$ cat src/rtl/core/cpe_ram.sv
// generic single write port, single read port ram with registered read
// no dependencies
module cpe_ram #(
    parameter int WIDTH = 64,
    parameter int DEPTH = 64
) (
    input  logic                     clk,
    input  logic                     we,
    input  logic [$clog2(DEPTH)-1:0] waddr,
    input  logic [WIDTH-1:0]         wdata,
    input  logic                     re,
    input  logic [$clog2(DEPTH)-1:0] raddr,
    output logic [WIDTH-1:0]         rdata
);

    logic [WIDTH-1:0] mem [DEPTH];

    always_ff @(posedge clk)
    begin
        if (we)
        begin
            mem[waddr] <= wdata;
        end
        if (re)
        begin
            rdata <= mem[raddr];
        end
    end

endmodule

$ cat config.mk
export PLATFORM = sky130hd
export DESIGN_NAME = cpe_ram
export DESIGN_NICKNAME = d
export VERILOG_FILES = /design/src/rtl/core/cpe_ram.sv
export SDC_FILE = /design/constraint.sdc
export NUM_CORES = 2
export LEC_CHECK = 0
export ABC_CLOCK_PERIOD_IN_PS = 11140
export BUFFER_PORTS_ARGS = -buffer_cell sky130_fd_sc_hd__clkbuf_2
export CAP_MARGIN = 40
export CORE_UTILIZATION = 54
export CTS_BUF_LIST = sky130_fd_sc_hd__clkbuf_16
export DETAILED_ROUTE_END_ITERATION = 6
export PLACE_DENSITY = 0.7
export SLEW_MARGIN = 20
export SYNTH_ARGS = -nofsm -noshare
export SYNTH_HDL_FRONTEND = slang
export SYNTH_SLANG_ARGS = --single-unit
$ cat constraint.sdc
create_clock -name clk -period 11.14 [get_ports clk]
set_input_delay 2.228 -clock clk [delete_from_list [all_inputs] [get_ports clk]]
set_output_delay 2.228 -clock clk [all_outputs]
set_load 0.03 [all_outputs]
# After elaboration in Yosys (flattened, before gate mapping)
# Memory sizes are Yosys's and may differ from the RTL's. A register that Yosys moved wholly into a read port is not among the register bits.
# Index checks and enable logic that the tools add are counted.
word_totals:
  latch_bits: 0
  ram_bits: 4096
  mem_count: 1
  elab_cells: 3
  romBits: 0
  in_bits: 79
  regBits: 0
op_classes:
  n_mux: 2
  reduce_logical: 0
  magnitude_cmp: 0
  div_mod_pow: 0
  add_sub_neg: 0
  bitwise_logic: 0
  multipliers: 0
  shifts: 0
  n_eq_ne: 0
memory_table:
  columns: ["name", "words", "width", "rd", "rd_ports_with_merged_regs", "write_ports", "line", "rtl"]
  rows:
  - ["mem", 64, 64, 1, 1, 1, "16", "logic [WIDTH-1:0] mem [DEPTH];"]
ops:
  columns: ["operator", "count"]
  rows:
  - ["two-way mux 1 bit", 2]

# Logic depth before layout (Yosys ltp)
logic_depth:
  ltp_word: 2
  ltp_mapped: 9
  mapped_depth_nobuf: 5

# Worst setup path before layout
# Ideal clock, no wire load.
synth_timing:
  kind: "input to register"
  from: "input port waddr[3]"
  to: "memory mem[48][0], enable pin"
  required_time_ns: 10.576
  arrival_ns: 7.100
  stages: 4
  path_slack_ns: 3.476
  n_path_buf: 1
  setup_ns: 0.564
  cell_sequence: "clkbuf_1 -> nor2b_1 -> nand4b_1 -> nor3_1"
synth_rtl:
  columns: ["element", "line", "rtl"]
  rows:
  - ["start, declared", "9", "input logic [$clog2(DEPTH)-1:0] waddr,"]
  - ["end, declared", "16", null]
# Straight into the memory's write port.

==> flow_metrics.py <==
metrics = {
    "routing": {
        "firstDrtPassIters": 6,
        "viasPerCell": 6.739,
        "ant_nets": 0,
        "vias": 76260,
        "drc": 0,
        "drtIter0Drc": 11570,
        "wl_per_cell_um": 36.95,
        "wl_um": 418100,
    },
    "synth": {
        "syn-num-nets": 6677,
        "synth_top_area_frac": 0.7957,
        "synth_seq_cells": 4160,
        "yosysWarnings": 0,
        "synth_cells": 6598,
        "ys_seq_area_frac": 0.7957,
        "avgSynthCellArea_um2": 23.79,
        "synth_cell_types": 32,
        "syn-cell-area_um2": 157000,
        "yosys.area.top_type": "edfxtp_1",
        "synth_area_leaders": "edfxtp_1, mux4_2, mux2i_1",
    },
    "final_layout": {
        "fin_nets": 7171,
        "area_delta_synth_final_pct": 13.64,
        "drive_gt1_frac": 0.2894,
        "postLayoutCellArea_um2": 178400,
    },
    "sta": {
        "tightest_slew_ns": 1.237,
        "drv_slew": 0,
        "setup_tns_ns": 0,
        "rsz0062_at_grt": "false",
        "period_needed_ns": 5.247,
        "max_slew_margin": 0.1752,
        "final_hold_viol_count": 0,
        "timing.final.setup_violations": 0,
        "clock_skew_ns": 0.05087,
        "finalCritPeriodShare": 0.4710,
        "fmax_mhz": 190.6,
    },
    "power_and_ir_drop": {
        "p_clk_frac": 0.409,
        "switching_share": 0.2121,
        "p_leak_uw": 0.05604,
        "vdd_drop_max_v": 0.0001501,
        "seq_power_share": 0.543,
        "pwr-share-comb": 0.048,
        "p_sw_uw": 6807,
        "power_density_nw_per_um2": 179.9,
        "p_int_uw": 25290,
    },
    "grt": {
        "grt_util_all_layers": 0.2866,
        "grt-ovfl-total": 0,
        "grt_pass1_wl_um": 586800,
        "grt_pass1_vias": 77040,
        "antenna_found_initial": 25,
        "grt_max_degree": 146,
    },
    "critical_path": {
        "critPathLaunchType": "input pin",
        "critPathKind": "input pin to register",
        "reg2reg_slack_ns": 8.77,
        "cp-end-kind": "register",
        "r2r_cells": 5,
        "slowest_stage": "buf_4",
        "crit_path_max_fanout": 109,
        "r2r_start": "mem[8][14]$_DFFE_PP_",
        "critPathRequiredTime_ns": 11.75,
        "timing.rr.end": "rdata[14]$_DFFE_PP_",
        "path_cells": "buf_8 -> buf_4 -> buf_16 -> buf_4 -> mux4_2 -> mux2i_1 -> o22ai_1 -> a31oi_1 -> a211oi_1",
        "slowest_delay_ns": 0.65,
        "cp_common_cell": "buf_4",
        "cp-endpoint": "rdata[33]$_DFFE_PP_",
        "worstPathArrival_ns": 5.85,
        "crit_start": "raddr[2]",
    },
    "clocking": {
        "path_clk_slew_ns": 0.06,
        "cts_tree": "yes",
        "htree_num_levels": 5,
        "ctsHoldBuffers": 0,
        "clock_sinks": 4160,
        "cts_resized": 0,
        "root_buffer": "clkbuf_16",
        "clockBufferDepth": 4,
        "clk-insertion-delay-late_ns": 0.93,
        "cts_buffers": 403,
        "cts_setup_buffers": 0,
    },
    "die": {
        "io_pins": 143,
        "initial_core_util": 0.5439,
        "fp.coreArea_um2": 288600,
        "design.die.area_um2": 292900,
        "fp.dieW_um": 541.2,
        "die_y_um": 541.2,
        "rows": 197,
    },
    "min_path": {
        "hold_class": "register to register",
    },
    "flow_run": {
        "maxCapViolations": 0,
    },
    "place": {
        "place_area_um2": 165600,
        "port_buffers": 142,
        "hpwl_um": 234800,
        "place_congestion": 0.8014,
    },
    "status": {
        "run_status": "completed",
    },
}
registers in the layout (all words and copies together), names as in the netlist:
signal,count
mem,4096
rdata,64
metal layers:
layer,share of wire,wire length [µm],vias up,track usage
met5,0.00015,62,-,0
li1,-,-,29580,-
met3,0.11,47070,791,0.05887
met1,0.36,151400,40840,0.3930
met4,0.040,16930,10,0.1108
met2,0.48,202700,5047,0.4578
cells by family after synthesis:
kind of cell           after synthesis  synth area share
muxes                             1159            0.1555
buffers and inverters              389           0.01176
DFF                               4160            0.7957
and+or+nand+nor                    386           0.01235
AOI/OAI and AO/OA                  504           0.02467
Yosys cell counts:
cell	number
nor3_1	2
buf_4	34
a31oi_1	18
a22o_1	88
buf_6	6
or3b_2	1
nor2b_1	28
a31o_1	1
nand4_1	2
nand3_1	45
o22ai_1	83
and2_1	3
mux2i_1	135
or3_1	29
or2_2	28
nand4b_1	1
nand2_1	58
inv_1	19
buf_2	170
and3_1	64
nand3b_1	2
nor2_1	112
a211oi_1	63
nand2b_1	11
a22oi_1	168
edfxtp_1	4160
mux4_2	1024
a41oi_1	26
o221ai_1	38
clkbuf_1	140
a2bb2oi_1	19
buf_1	20
layout by cell type, fill, tap and decap left out, types with 64 or more instances in the layout:
master and n:
a22o_1 88, a22oi_1 168, and3_1 64, buf_12 91, buf_4 184, clkbuf_16 408, clkbuf_2 138, clkinv_1 100
clkinv_2 78, edfxtp_1 4160, inv_1 95, mux2i_1 135, mux4_2 1024, nor2_4 65, o22ai_1 83
critical path, delay by kind of cell:
family | cells | cell delay [ns]
AOI/OAI and AO/OA | 3 | 0.76
buffers and inverters | 4 | 2.00
muxes | 2 | 0.58
power by group through the flow:
stage | sequential (µW) | combinational, µW | clock [µW]
2_1_floorplan | 17800 | 808 | 0
3_3_place_gp | 17800 | 1420 | 0
3_5_place_dp | 17800 | 1520 | 0
4_1_cts | 17400 | 1530 | 13200
5_1_grt | 17400 | 1600 | 13800
6_report | 17400 | 1530 | 13100
worst min-delay path by stage:
stage	from	end	slack (ns)	cells after the start
5_1_grt	mem[45][44]$_DFFE_PP_	rdata[44]$_DFFE_PP_	0.98	4
6_report	mem[47][44]$_DFFE_PP_	rdata[44]$_DFFE_PP_	0.93	4
4_1_cts	mem[47][44]$_DFFE_PP_	rdata[44]$_DFFE_PP_	0.94	4
3_3_place_gp	mem[60][42]$_DFFE_PP_	rdata[42]$_DFFE_PP_	0.91	4
3_5_place_dp	mem[62][42]$_DFFE_PP_	rdata[42]$_DFFE_PP_	0.92	4
2_1_floorplan	mem[30][61]$_DFFE_PP_	rdata[61]$_DFFE_PP_	0.86	4
layout make-up:
cell class	instances	area [µm²]
clock buffers	408	10210
inverters	19	71.32
diodes	16	40.04
repair buffers	459	5065
flip-flops and latches	4160	124900
clock inverters	325	2460
multi-input cells	2049	30780
fillers	18800	110200
well taps	3880	4855
per-stage QoR:
step / hold WS (ns) / std cells / setup WS (ns) / total power (µW) / util
floorplan: 0.8648 / 6598 / 3.476 / 18580 / -
global placement: 0.9081 / 10450 / 4.626 / 19190 / 0.5649
detailed placement: 0.9189 / 10560 / 5.028 / 19280 / 0.5738
CTS: 0.9361 / 11300 / 6.008 / 32200 / 0.6177
global route: 0.9781 / 11310 / 5.717 / 32850 / 0.6180
finish: 0.9293 / 11320 / 5.893 / 32100 / 0.6181
(Power assumes the default switching activity.)
